File: config.mk
export PLATFORM = sky130hd
export DESIGN_NAME = trilinear_crossfade_smoother_top
export DESIGN_NICKNAME = d
export VERILOG_FILES = /design/src/rtl/tcs_pkg.sv /design/src/rtl/tcs_ctrl.sv /design/src/rtl/tcs_dp.sv /design/src/rtl/trilinear_crossfade_smoother_top.sv
export VERILOG_INCLUDE_DIRS = /design/src /design/src/rtl
export SDC_FILE = /design/constraint.sdc
export NUM_CORES = 2
export LEC_CHECK = 0
export BUFFER_PORTS_ARGS = -buffer_cell sky130_fd_sc_hd__buf_2
export CAP_MARGIN = 20
export CELL_PAD_IN_SITES_DETAIL_PLACEMENT = 1
export CELL_PAD_IN_SITES_GLOBAL_PLACEMENT = 1
export CORE_MARGIN = 2
export CORE_UTILIZATION = 36
export DETAILED_ROUTE_END_ITERATION = 8
export PLACE_DENSITY_LB_ADDON = 0.1
export SLEW_MARGIN = 20
export SYNTH_ARGS = -nofsm -noshare
export SYNTH_HDL_FRONTEND = slang
export SYNTH_SLANG_ARGS = --single-unit
File: constraint.sdc
create_clock -name clk_i -period 14.85 [get_ports clk_i]
set_clock_uncertainty 0.1 [all_clocks]
set_input_delay 2.97 -clock clk_i [delete_from_list [all_inputs] [get_ports clk_i]]
set_output_delay 2.97 -clock clk_i [all_outputs]
set_load 0.05 [all_outputs]
File: src/rtl/assert_macros.svh
// Assertion macros for the crossfade smoother RTL.
`ifndef ASSERT_MACROS_SVH
`define ASSERT_MACROS_SVH

// Concurrent check on a given clock, disabled while the given active-low reset is low.
`define TCS_ASSERT(name, clk, rst_n, prop) \
  name: assert property (@(posedge clk) disable iff (!rst_n) (prop)) else $error("%m: check failed");

// The same check on the house clock and reset.
`define TCS_ASSERT_CLK(name, prop) \
  `TCS_ASSERT(name, clk_i, rst_ni, prop)

`endif

File: src/rtl/tcs_pkg.sv
// Shared types and constants of the trilinear crossfade smoother.
`default_nettype none

package tcs_pkg;

  localparam int unsigned SAMPLE_BITS_DEF = 16;
  localparam int unsigned FILTER_BITS_DEF = 24;

  localparam int unsigned CV_W      = 16;
  localparam int unsigned CFG_W     = 16;
  localparam int unsigned CFG_IDX_W = 3;
  localparam int unsigned POS_W     = 17;   // Q0.16 plus the exact value 1.0
  localparam int unsigned STEP_W    = 3;

  localparam logic [POS_W-1:0] POS_ONE = 17'd65536;

  // Register indexes
  localparam logic [CFG_IDX_W-1:0] REG_UNIPOLAR  = 3'd0;
  localparam logic [CFG_IDX_W-1:0] REG_TRIM_X    = 3'd1;
  localparam logic [CFG_IDX_W-1:0] REG_TRIM_Y    = 3'd2;
  localparam logic [CFG_IDX_W-1:0] REG_TRIM_Z    = 3'd3;
  localparam logic [CFG_IDX_W-1:0] REG_SMOOTHING = 3'd4;

  // Position steps
  localparam logic [STEP_W-1:0] AXIS_X = 3'd0;
  localparam logic [STEP_W-1:0] AXIS_Y = 3'd1;
  localparam logic [STEP_W-1:0] AXIS_Z = 3'd2;

  // Blend steps: edges along x, faces along inverted y, then the cube along z
  localparam logic [STEP_W-1:0] BL_E0_Z0 = 3'd0;
  localparam logic [STEP_W-1:0] BL_E1_Z0 = 3'd1;
  localparam logic [STEP_W-1:0] BL_F_Z0  = 3'd2;
  localparam logic [STEP_W-1:0] BL_E0_Z1 = 3'd3;
  localparam logic [STEP_W-1:0] BL_E1_Z1 = 3'd4;
  localparam logic [STEP_W-1:0] BL_F_Z1  = 3'd5;
  localparam logic [STEP_W-1:0] BL_CUBE  = 3'd6;

  // Filter steps
  localparam logic [STEP_W-1:0] POLE_FIRST  = 3'd0;
  localparam logic [STEP_W-1:0] POLE_SECOND = 3'd1;

  localparam logic [STEP_W-1:0] POS_LAST   = AXIS_Z;
  localparam logic [STEP_W-1:0] BLEND_LAST = BL_CUBE;
  localparam logic [STEP_W-1:0] POLE_LAST  = POLE_SECOND;

  typedef enum logic [1:0] {
    OP_NONE,
    OP_POS,
    OP_BLEND,
    OP_POLE
  } dp_op_e;

  typedef struct packed {
    logic              load;      // capture an input transaction
    dp_op_e            op;
    logic              wb;        // 0: multiply into the product register, 1: write back
    logic [STEP_W-1:0] step;
    logic              out_load;  // move the filtered sample into the output register
  } dp_cmd_t;

endpackage

`default_nettype wire

File: src/rtl/tcs_ctrl.sv
// Sequencer of the crossfade smoother: steps the shared multiplier and owns both handshakes.
`default_nettype none

`include "assert_macros.svh"

module tcs_ctrl (
  input  wire logic            clk_i,
  input  wire logic            rst_ni,
  input  wire logic            in_valid_i,
  output logic                 in_stall_o,
  output logic                 out_valid_o,
  input  wire logic            out_stall_i,
  output tcs_pkg::dp_cmd_t     cmd_o
);

  typedef enum logic [2:0] {
    ST_IDLE,
    ST_POS,
    ST_BLEND,
    ST_POLE,
    ST_FINISH
  } state_e;

  state_e                          state_q;
  logic [tcs_pkg::STEP_W-1:0]      step_q;
  logic                            phase_q;
  logic                            out_valid_q;
  logic [tcs_pkg::STEP_W-1:0]      last_step;

  always_comb begin
    cmd_o.load     = (state_q == ST_IDLE) && in_valid_i;
    cmd_o.op       = tcs_pkg::OP_NONE;
    cmd_o.wb       = phase_q;
    cmd_o.step     = step_q;
    cmd_o.out_load = 1'b0;
    last_step      = tcs_pkg::POS_LAST;
    case (state_q)
      ST_POS: begin
        cmd_o.op  = tcs_pkg::OP_POS;
        last_step = tcs_pkg::POS_LAST;
      end
      ST_BLEND: begin
        cmd_o.op  = tcs_pkg::OP_BLEND;
        last_step = tcs_pkg::BLEND_LAST;
      end
      ST_POLE: begin
        cmd_o.op  = tcs_pkg::OP_POLE;
        last_step = tcs_pkg::POLE_LAST;
      end
      ST_FINISH: begin
        cmd_o.out_load = !out_valid_q || !out_stall_i;
      end
      default: begin
        cmd_o.op = tcs_pkg::OP_NONE;
      end
    endcase
  end

  always_ff @(posedge clk_i or negedge rst_ni) begin
    if (!rst_ni) begin
      state_q     <= ST_IDLE;
      step_q      <= '0;
      phase_q     <= 1'b0;
      out_valid_q <= 1'b0;
    end else begin
      if (cmd_o.out_load) begin
        out_valid_q <= 1'b1;
      end else if (out_valid_q && !out_stall_i) begin
        out_valid_q <= 1'b0;
      end

      case (state_q)
        ST_IDLE: begin
          if (cmd_o.load) begin
            state_q <= ST_POS;
            step_q  <= '0;
            phase_q <= 1'b0;
          end
        end
        ST_POS, ST_BLEND, ST_POLE: begin
          phase_q <= !phase_q;
          if (phase_q) begin
            if (step_q == last_step) begin
              step_q <= '0;
              case (state_q)
                ST_POS:   state_q <= ST_BLEND;
                ST_BLEND: state_q <= ST_POLE;
                default:  state_q <= ST_FINISH;
              endcase
            end else begin
              step_q <= step_q + 1'b1;
            end
          end
        end
        ST_FINISH: begin
          if (cmd_o.out_load) begin
            state_q <= ST_IDLE;
          end
        end
        default: begin
          state_q <= ST_IDLE;
        end
      endcase
    end
  end

  assign in_stall_o  = (state_q != ST_IDLE);
  assign out_valid_o = out_valid_q;

  `TCS_ASSERT_CLK(a_load_starts_pos,
      cmd_o.load |=> (state_q == ST_POS && step_q == '0 && !phase_q))
  `TCS_ASSERT_CLK(a_mul_then_wb,
      ((state_q == ST_POS || state_q == ST_BLEND || state_q == ST_POLE) && !phase_q) |=> phase_q)
  `TCS_ASSERT_CLK(a_out_slot_free,
      cmd_o.out_load |-> (!out_valid_q || !out_stall_i))
  `TCS_ASSERT_CLK(a_out_from_finish,
      $rose(out_valid_o) |-> $past(state_q == ST_FINISH))

endmodule

`default_nettype wire

File: src/rtl/tcs_dp.sv
// Datapath of the crossfade smoother: operand registers, one shared multiplier, write-back.
`default_nettype none

module tcs_dp #(
  parameter int unsigned SAMPLE_BITS = tcs_pkg::SAMPLE_BITS_DEF,
  parameter int unsigned FILTER_BITS = tcs_pkg::FILTER_BITS_DEF
) (
  input  wire logic                                clk_i,
  input  wire logic                                rst_ni,
  input  wire logic                                cfg_we_i,
  input  wire logic [tcs_pkg::CFG_IDX_W-1:0]       cfg_idx_i,
  input  wire logic [tcs_pkg::CFG_W-1:0]           cfg_data_i,
  input  wire tcs_pkg::dp_cmd_t                    cmd_i,
  input  wire logic signed [SAMPLE_BITS-1:0]       corner_000_i,
  input  wire logic signed [SAMPLE_BITS-1:0]       corner_100_i,
  input  wire logic signed [SAMPLE_BITS-1:0]       corner_010_i,
  input  wire logic signed [SAMPLE_BITS-1:0]       corner_110_i,
  input  wire logic signed [SAMPLE_BITS-1:0]       corner_001_i,
  input  wire logic signed [SAMPLE_BITS-1:0]       corner_101_i,
  input  wire logic signed [SAMPLE_BITS-1:0]       corner_011_i,
  input  wire logic signed [SAMPLE_BITS-1:0]       corner_111_i,
  input  wire logic signed [tcs_pkg::CV_W-1:0]     cv_x_i,
  input  wire logic signed [tcs_pkg::CV_W-1:0]     cv_y_i,
  input  wire logic signed [tcs_pkg::CV_W-1:0]     cv_z_i,
  output logic signed [SAMPLE_BITS-1:0]            sample_out_o
);

  localparam int unsigned GUARD = FILTER_BITS - SAMPLE_BITS;
  localparam int unsigned MA_W  = FILTER_BITS + 1;
  localparam int unsigned MB_W  = tcs_pkg::POS_W + 1;
  localparam int unsigned P_W   = MA_W + MB_W;
  localparam int unsigned CVP_W = 2 * tcs_pkg::CV_W;
  localparam int unsigned PV_W  = CVP_W + 2;
  localparam int unsigned POS_W = tcs_pkg::POS_W;

  localparam logic signed [P_W-1:0]       RND   = P_W'(32768);
  localparam logic signed [PV_W-1:0]      BIAS  = PV_W'(64'sd536870912);
  localparam logic signed [PV_W-1:0]      PONE  = PV_W'(tcs_pkg::POS_ONE);
  localparam logic signed [FILTER_BITS:0] HALF  =
      (GUARD > 0) ? ((FILTER_BITS + 1)'(1) << ((GUARD > 0) ? GUARD - 1 : 0)) : '0;
  localparam logic signed [SAMPLE_BITS-1:0] S_MAX = {1'b0, {(SAMPLE_BITS - 1){1'b1}}};
  localparam logic signed [SAMPLE_BITS-1:0] S_MIN = {1'b1, {(SAMPLE_BITS - 1){1'b0}}};

  // Configuration
  logic                              unipolar_q;
  logic signed [tcs_pkg::CFG_W-1:0]  trim_x_q, trim_y_q, trim_z_q;
  logic [tcs_pkg::CFG_W-1:0]         smoothing_q;

  // Operands of the current transaction
  logic signed [SAMPLE_BITS-1:0]     c000_q, c100_q, c010_q, c110_q;
  logic signed [SAMPLE_BITS-1:0]     c001_q, c101_q, c011_q, c111_q;
  logic signed [tcs_pkg::CV_W-1:0]   cv_x_q, cv_y_q, cv_z_q;
  logic [POS_W-1:0]                  pos_x_q, pos_y_q, pos_z_q;
  logic signed [SAMPLE_BITS-1:0]     e0_q, e1_q, f0_q, f1_q, mix_q;
  logic signed [P_W-1:0]             prod_q;
  logic signed [SAMPLE_BITS-1:0]     sample_q;

  // Filter state
  logic signed [FILTER_BITS-1:0]     first_q, second_q;

  // Operand selection
  logic signed [tcs_pkg::CV_W-1:0]   cv_sel, trim_sel;
  logic signed [SAMPLE_BITS-1:0]     bl_a, bl_b;
  logic [POS_W-1:0]                  bl_t;
  logic signed [SAMPLE_BITS:0]       bl_diff;
  logic signed [FILTER_BITS-1:0]     mix_ext, pl_s, pl_u;
  logic signed [FILTER_BITS:0]       pl_diff;
  logic signed [MA_W-1:0]            ma;
  logic signed [MB_W-1:0]            mb;
  logic signed [P_W-1:0]             prod_d;

  // Write-back
  logic signed [P_W-1:0]             prod_rnd;
  logic signed [P_W-17:0]            prod_hi;
  logic signed [SAMPLE_BITS+1:0]     bl_sum;
  logic signed [SAMPLE_BITS-1:0]     bl_new;
  logic signed [FILTER_BITS:0]       pl_sum;
  logic signed [FILTER_BITS-1:0]     pl_new;
  logic signed [CVP_W-1:0]           p_cv;
  logic signed [PV_W-1:0]            pv, pv_sh;
  logic [POS_W-1:0]                  pos_new;
  logic signed [FILTER_BITS:0]       out_sum;
  logic signed [SAMPLE_BITS:0]       out_r;
  logic signed [SAMPLE_BITS-1:0]     out_sat;

  always_comb begin
    case (cmd_i.step)
      tcs_pkg::AXIS_X: begin
        cv_sel   = cv_x_q;
        trim_sel = trim_x_q;
      end
      tcs_pkg::AXIS_Y: begin
        cv_sel   = cv_y_q;
        trim_sel = trim_y_q;
      end
      default: begin
        cv_sel   = cv_z_q;
        trim_sel = trim_z_q;
      end
    endcase

    // y is inverted: the y1 edge is the first operand of each face blend
    case (cmd_i.step)
      tcs_pkg::BL_E0_Z0: begin
        bl_a = c010_q; bl_b = c110_q; bl_t = pos_x_q;
      end
      tcs_pkg::BL_E1_Z0: begin
        bl_a = c000_q; bl_b = c100_q; bl_t = pos_x_q;
      end
      tcs_pkg::BL_F_Z0: begin
        bl_a = e0_q;   bl_b = e1_q;   bl_t = pos_y_q;
      end
      tcs_pkg::BL_E0_Z1: begin
        bl_a = c011_q; bl_b = c111_q; bl_t = pos_x_q;
      end
      tcs_pkg::BL_E1_Z1: begin
        bl_a = c001_q; bl_b = c101_q; bl_t = pos_x_q;
      end
      tcs_pkg::BL_F_Z1: begin
        bl_a = e0_q;   bl_b = e1_q;   bl_t = pos_y_q;
      end
      default: begin
        bl_a = f0_q;   bl_b = f1_q;   bl_t = pos_z_q;
      end
    endcase
    bl_diff = (SAMPLE_BITS + 1)'(bl_b) - (SAMPLE_BITS + 1)'(bl_a);

    mix_ext = FILTER_BITS'(mix_q);
    if (cmd_i.step == tcs_pkg::POLE_FIRST) begin
      pl_s = first_q;
      pl_u = mix_ext <<< GUARD;
    end else begin
      pl_s = second_q;
      pl_u = first_q;
    end
    pl_diff = MA_W'(pl_s) - MA_W'(pl_u);

    case (cmd_i.op)
      tcs_pkg::OP_POS: begin
        ma = MA_W'(cv_sel);
        mb = MB_W'(trim_sel);
      end
      tcs_pkg::OP_BLEND: begin
        ma = MA_W'(bl_diff);
        mb = signed'({1'b0, bl_t});
      end
      tcs_pkg::OP_POLE: begin
        ma = pl_diff;
        mb = signed'({2'b00, smoothing_q});
      end
      default: begin
        ma = '0;
        mb = '0;
      end
    endcase
    prod_d = P_W'(ma) * P_W'(mb);

    // floor((prod + 1/2) / 2^16) then add back the start point
    prod_rnd = prod_q + RND;
    prod_hi  = prod_rnd[P_W-1:16];
    bl_sum   = (SAMPLE_BITS + 2)'(bl_a) + (SAMPLE_BITS + 2)'(prod_hi);
    bl_new   = bl_sum[SAMPLE_BITS-1:0];
    pl_sum   = MA_W'(pl_u) + MA_W'(prod_hi);
    pl_new   = pl_sum[FILTER_BITS-1:0];

    // Position map and clamp
    p_cv = prod_q[CVP_W-1:0];
    if (unipolar_q) begin
      pv    = PV_W'(p_cv);
      pv_sh = pv >>> 13;
    end else begin
      pv    = PV_W'(p_cv) + BIAS;
      pv_sh = pv >>> 14;
    end
    if (pv[PV_W-1] || (pv == '0)) begin
      pos_new = '0;
    end else if (pv_sh >= PONE) begin
      pos_new = tcs_pkg::POS_ONE;
    end else begin
      pos_new = pv_sh[POS_W-1:0];
    end

    // Output rounding and saturation
    out_sum = (FILTER_BITS + 1)'(second_q) + HALF;
    out_r   = out_sum[FILTER_BITS:GUARD];
    if (out_r[SAMPLE_BITS] != out_r[SAMPLE_BITS-1]) begin
      out_sat = out_r[SAMPLE_BITS] ? S_MIN : S_MAX;
    end else begin
      out_sat = out_r[SAMPLE_BITS-1:0];
    end
  end

  always_ff @(posedge clk_i or negedge rst_ni) begin
    if (!rst_ni) begin
      unipolar_q  <= 1'b0;
      trim_x_q    <= 16'sd16384;
      trim_y_q    <= 16'sd16384;
      trim_z_q    <= 16'sd16384;
      smoothing_q <= '0;
      first_q     <= '0;
      second_q    <= '0;
    end else begin
      if (cfg_we_i) begin
        case (cfg_idx_i)
          tcs_pkg::REG_UNIPOLAR:  unipolar_q  <= cfg_data_i[0];
          tcs_pkg::REG_TRIM_X:    trim_x_q    <= cfg_data_i;
          tcs_pkg::REG_TRIM_Y:    trim_y_q    <= cfg_data_i;
          tcs_pkg::REG_TRIM_Z:    trim_z_q    <= cfg_data_i;
          tcs_pkg::REG_SMOOTHING: smoothing_q <= cfg_data_i;
          default: ;
        endcase
      end
      if (cmd_i.op == tcs_pkg::OP_POLE && cmd_i.wb) begin
        if (cmd_i.step == tcs_pkg::POLE_FIRST) begin
          first_q <= pl_new;
        end else begin
          second_q <= pl_new;
        end
      end
    end
  end

  always_ff @(posedge clk_i) begin
    if (cmd_i.load) begin
      c000_q <= corner_000_i;
      c100_q <= corner_100_i;
      c010_q <= corner_010_i;
      c110_q <= corner_110_i;
      c001_q <= corner_001_i;
      c101_q <= corner_101_i;
      c011_q <= corner_011_i;
      c111_q <= corner_111_i;
      cv_x_q <= cv_x_i;
      cv_y_q <= cv_y_i;
      cv_z_q <= cv_z_i;
    end
    if (!cmd_i.wb) begin
      prod_q <= prod_d;
    end
    if (cmd_i.op == tcs_pkg::OP_POS && cmd_i.wb) begin
      case (cmd_i.step)
        tcs_pkg::AXIS_X: pos_x_q <= pos_new;
        tcs_pkg::AXIS_Y: pos_y_q <= pos_new;
        default:         pos_z_q <= pos_new;
      endcase
    end
    if (cmd_i.op == tcs_pkg::OP_BLEND && cmd_i.wb) begin
      case (cmd_i.step)
        tcs_pkg::BL_E0_Z0, tcs_pkg::BL_E0_Z1: e0_q  <= bl_new;
        tcs_pkg::BL_E1_Z0, tcs_pkg::BL_E1_Z1: e1_q  <= bl_new;
        tcs_pkg::BL_F_Z0:                     f0_q  <= bl_new;
        tcs_pkg::BL_F_Z1:                     f1_q  <= bl_new;
        default:                              mix_q <= bl_new;
      endcase
    end
    if (cmd_i.out_load) begin
      sample_q <= out_sat;
    end
  end

  assign sample_out_o = sample_q;

endmodule

`default_nettype wire

File: src/rtl/trilinear_crossfade_smoother_top.sv
// Top level of the trilinear crossfade smoother: sequencer plus shared-multiplier datapath.
//
//   channel   handshake                 payload
//   --------  ------------------------  ------------------------------------------
//   in        in_valid_i / in_stall_o   corner_000_i .. corner_111_i, cv_x/y/z_i
//   out       out_valid_o / out_stall_i sample_out_o
//   cfg       cfg_we_i                  cfg_idx_i, cfg_data_i (no read-back)
//
// Throughput: the single multiplier serialises each transaction into twelve products
//   (three positions, seven blends, two filter poles), each with a product phase and a
//   write-back phase; in_stall_o stays high from acceptance until the output register
//   is loaded, so the next input is taken only once the result has been handed over.
// Reset: rst_ni clears the sequencer, both filter stages and the registers to their
//   defaults (bipolar, unity trims, no smoothing).
// Stalls: the output register holds a finished sample while out_stall_i is high; the
//   next transaction is still accepted and computed, then waits for the slot to free.
`default_nettype none

module trilinear_crossfade_smoother_top #(
  parameter int unsigned SAMPLE_BITS = tcs_pkg::SAMPLE_BITS_DEF,
  parameter int unsigned FILTER_BITS = tcs_pkg::FILTER_BITS_DEF
) (
  input  wire logic                            clk_i,
  input  wire logic                            rst_ni,
  // configuration write port
  input  wire logic                            cfg_we_i,
  input  wire logic [tcs_pkg::CFG_IDX_W-1:0]   cfg_idx_i,
  input  wire logic [tcs_pkg::CFG_W-1:0]       cfg_data_i,
  // input channel
  input  wire logic                            in_valid_i,
  output logic                                 in_stall_o,
  input  wire logic signed [SAMPLE_BITS-1:0]   corner_000_i,
  input  wire logic signed [SAMPLE_BITS-1:0]   corner_100_i,
  input  wire logic signed [SAMPLE_BITS-1:0]   corner_010_i,
  input  wire logic signed [SAMPLE_BITS-1:0]   corner_110_i,
  input  wire logic signed [SAMPLE_BITS-1:0]   corner_001_i,
  input  wire logic signed [SAMPLE_BITS-1:0]   corner_101_i,
  input  wire logic signed [SAMPLE_BITS-1:0]   corner_011_i,
  input  wire logic signed [SAMPLE_BITS-1:0]   corner_111_i,
  input  wire logic signed [tcs_pkg::CV_W-1:0] cv_x_i,
  input  wire logic signed [tcs_pkg::CV_W-1:0] cv_y_i,
  input  wire logic signed [tcs_pkg::CV_W-1:0] cv_z_i,
  // output channel
  output logic                                 out_valid_o,
  input  wire logic                            out_stall_i,
  output logic signed [SAMPLE_BITS-1:0]        sample_out_o
);

  // Command from the sequencer: capture, multiply/write-back step, output load
  tcs_pkg::dp_cmd_t cmd;

  // Sequencer: accepts a transaction in idle, walks positions, blends, filter poles
  tcs_ctrl u_ctrl (
    .clk_i       (clk_i),
    .rst_ni      (rst_ni),
    .in_valid_i  (in_valid_i),
    .in_stall_o  (in_stall_o),
    .out_valid_o (out_valid_o),
    .out_stall_i (out_stall_i),
    .cmd_o       (cmd)
  );

  // Datapath: holds the registers, operands, filter state and output sample
  tcs_dp #(
    .SAMPLE_BITS (SAMPLE_BITS),
    .FILTER_BITS (FILTER_BITS)
  ) u_dp (
    .clk_i        (clk_i),
    .rst_ni       (rst_ni),
    .cfg_we_i     (cfg_we_i),
    .cfg_idx_i    (cfg_idx_i),
    .cfg_data_i   (cfg_data_i),
    .cmd_i        (cmd),
    .corner_000_i (corner_000_i),
    .corner_100_i (corner_100_i),
    .corner_010_i (corner_010_i),
    .corner_110_i (corner_110_i),
    .corner_001_i (corner_001_i),
    .corner_101_i (corner_101_i),
    .corner_011_i (corner_011_i),
    .corner_111_i (corner_111_i),
    .cv_x_i       (cv_x_i),
    .cv_y_i       (cv_y_i),
    .cv_z_i       (cv_z_i),
    .sample_out_o (sample_out_o)
  );

endmodule

`default_nettype wire

==> results.md <==
* Via count at between 20,000 and 30,000
* 1st-iter DRT viols at about 1,600
* Fin crit period at approximately 12 ns
* Area contributors post-synth: edfxtp_1 28%, fa_1 22%, dfrtp_1 7.6%
* Final Hold Vio Count at 0
* Placed Area at between 40,000 and 50,000 sq um
* Grt total ovfl at 0
* Distinct cells, synth at 92
* Worst-path fanout max at 26
* Critical Path Max Stage Delay at just over 0.9 ns
* All-Layer GR Usage at 23.3%
* Largest area contributor in the netlist: edfxtp_1
* Initial antenna violation count at 3
* Crit-path most repeated cell: inv_1
* Pin count of the biggest net entering global routing at 82
* Synthesized flop and latch total at 484
* Peak Freq at between 80 and 90 MHz
* Yosys Warn Count at 0
* CTS sink cnt at slightly below 500
* Initial Util at between 30% and 40%
* Slew @ Worst Pin at 1.13 ns
* Share of cells above drive strength 1 at about 14%
* Die height at roughly 330 microns
* Max clock buf depth at 3
* Synthesized netlist cell count at roughly 3,700
* Full die area at 111,000 sq um
* Total of max-cap violations at 0
* Post-CTS setup buffers at 0
* Average cell area after synthesis at roughly 11 sq um
* Final WL at 128,000 microns
* Worst setup EP type: register
* Die width at 333 microns
* TritonCTS Buffers at 57
* Synth top area share at around 28%
* Critical path type: register to register
* Outcome: finished, final reports clean
* Crit path max-delay family: compound AO/OA/AOI/OAI gates
* FILL cells at 11,800
* Nets at around 4,700
* Worst path bufs/invs at 9
* Critical Path RT at about 15 ns
* TritonCTS clock tree: built
* Vias in the first global route at slightly above 30,000
* Remaining DRCs at 0
* Area Overhead vs Synth at 12.4%
* Worst EP arrival at approximately 13 ns
* Fin crit share at between 80 and 90%
* Clk_lat worst skew at approximately 0.68 ns
* Most common cell in the synthesized netlist: inv_1
* Final Max Slew Viols at 0
* # IOs at ~220
* Root buf cell: clkbuf_16
* Seq/Total Area, Yosys at 35.7%
* Antenna Nets Post-Route at 0
* WL per Instance at between 20 and 25 microns
* Final instance area at ~44,000 sq um
* CTS H-tree depth at 2
* Drt first pass iters at 5
* Post-CTS sizing at 0
* Startpoint types: register
* CTS clock-pin slew for the worst setup and hold paths at 0.07 ns
* Core area at 107,000 sq um
* Async set or reset register ratio after synthesis at 25.0%
* Vias/cell at ~5.2
* RePlAce Congestion at between 0.8 and 0.9
* DP HPWL at a little under 100,000 microns
* Ant. Diodes at 0
* First-pass GRT wire length at 194,000 microns
* Synth Cell Area at 39,000 sq um
* Total Neg Setup Slack at 0 ns
* Final setup fails at 0
* Main synth FF type: edfxtp_1
* Reg2Reg Setup Slack at roughly 2.6 ns
* Cell Rows at 120
* RSZ-0062 raised after global routing: no
* Post-synth EDFFs at ~360
* Post-synth top cells: 565 x inv_1, 422 x fa_1, 409 x nand2_1
* Worst hold path type: register to register
* Post-Syn Nets at about 4,500
* Relative slew slack at around 24%
* Crit-path slowest cell: a31oi_2
* CTS Hold Bufs at 0
* Input/output buffers at approximately 220
[placed cells by master (no fill, tap or decap), types with 10 or more instances in the layout]
| master | count |
|---|---|
| inv_1 | 564 |
| fa_1 | 422 |
| nand2_1 | 408 |
| edfxtp_1 | 363 |
| nor2_1 | 280 |
| buf_2 | 216 |
| ha_1 | 188 |
| a21oi_1 | 127 |
| dfrtp_1 | 116 |
| mux2_2 | 114 |
| xnor2_1 | 98 |
| o21ai_0 | 91 |
| buf_4 | 71 |
| nor2b_1 | 57 |
| clkbuf_16 | 57 |
| and2_1 | 53 |
| nand2b_1 | 52 |
| nor3_1 | 49 |
| a221o_1 | 47 |
| mux2i_1 | 46 |
| a221oi_1 | 39 |
| nand3_1 | 36 |
| xor2_1 | 36 |
| a21o_1 | 34 |
| o21a_1 | 27 |
| o211ai_1 | 23 |
| a31oi_1 | 23 |
| and3_1 | 16 |
| nand4_1 | 16 |
| clkinv_1 | 15 |
| or2_2 | 14 |
| a22oi_1 | 14 |
| clkbuf_1 | 12 |
| a211oi_1 | 10 |
| nor4_1 | 10 |
| o32a_1 | 10 |
| clkinv_2 | 10 |
[flip-flops by register name, indices dropped and copies added, names as in the netlist, 17 cells and up]
register,count
u_dp.pos_y_q,17
u_dp.second_q,24
u_dp.pos_x_q,17
u_dp.first_q,24
u_dp.prod_q,40
u_dp.pos_z_q,17
[cell families (layout without fill, tap and decap cells)]
group           Yosys count  in the layout  share of synthesized area, %
fa+ha+maj               611            611                          27.7
simple gates           1033           1033                          12.0
compound gates          551            551                          9.98
mux                     161            161                          4.53
xor+xnor                137            137                          3.13
buf+inv                 724            962                          6.99
flops                   484            484                          35.7
[through the flow]
stage	instances	utilization, %	hold slack [ns]	worst slack (ns)
5_1_grt	5342	40.9	0.416	1.93
4_1_cts	5342	40.9	0.402	2.70
6_report	5342	40.9	0.401	2.64
3_5_place_dp	5235	39.1	0.388	2.67
2_1_floorplan	3701	-	0.374	3.79
3_3_place_gp	5235	39.1	0.382	2.88
[metal layers]
metal	global-route usage (%)	up-vias	share of wire [%]
met1	31.0	14300	45
met2	40.1	531	49
met4	7.11	2	3.2
li1	-	12700	-
met3	2.41	169	3.5
met5	0	-	0.0086
[path summary, 6_finish.rpt]
check	start	to	cells past startpoint
worst max-delay path	u_ctrl.step_q[0]	u_dp.prod_q[28]	39
min in group asynchronous	rst_ni	u_dp.trim_y_q[11]	1
worst max register to register	u_ctrl.step_q[0]	u_dp.prod_q[28]	39
worst min register to register	u_dp.trim_z_q[1]	u_dp.trim_z_q[1]	1
max in group asynchronous	rst_ni	u_ctrl.state_q[1]	2
worst min-delay path	u_dp.trim_z_q[1]	u_dp.trim_z_q[1]	1
[layout make-up]
cell class	instances	area (sq um)	area share (%)
Clock buffer	69	1470	3.35
Clock inverter	38	408	0.929
Inverter	568	2130	4.86
Multi-Input combinational cell	2493	22600	51.4
Sequential cell	484	13900	31.8
Tap cell	1403	1760	4.00
Timing Repair Buffer	287	1610	3.68
Power is not shown: default switching activity piles up to over one toggle a cycle in this logic, so the estimate is an artifact.
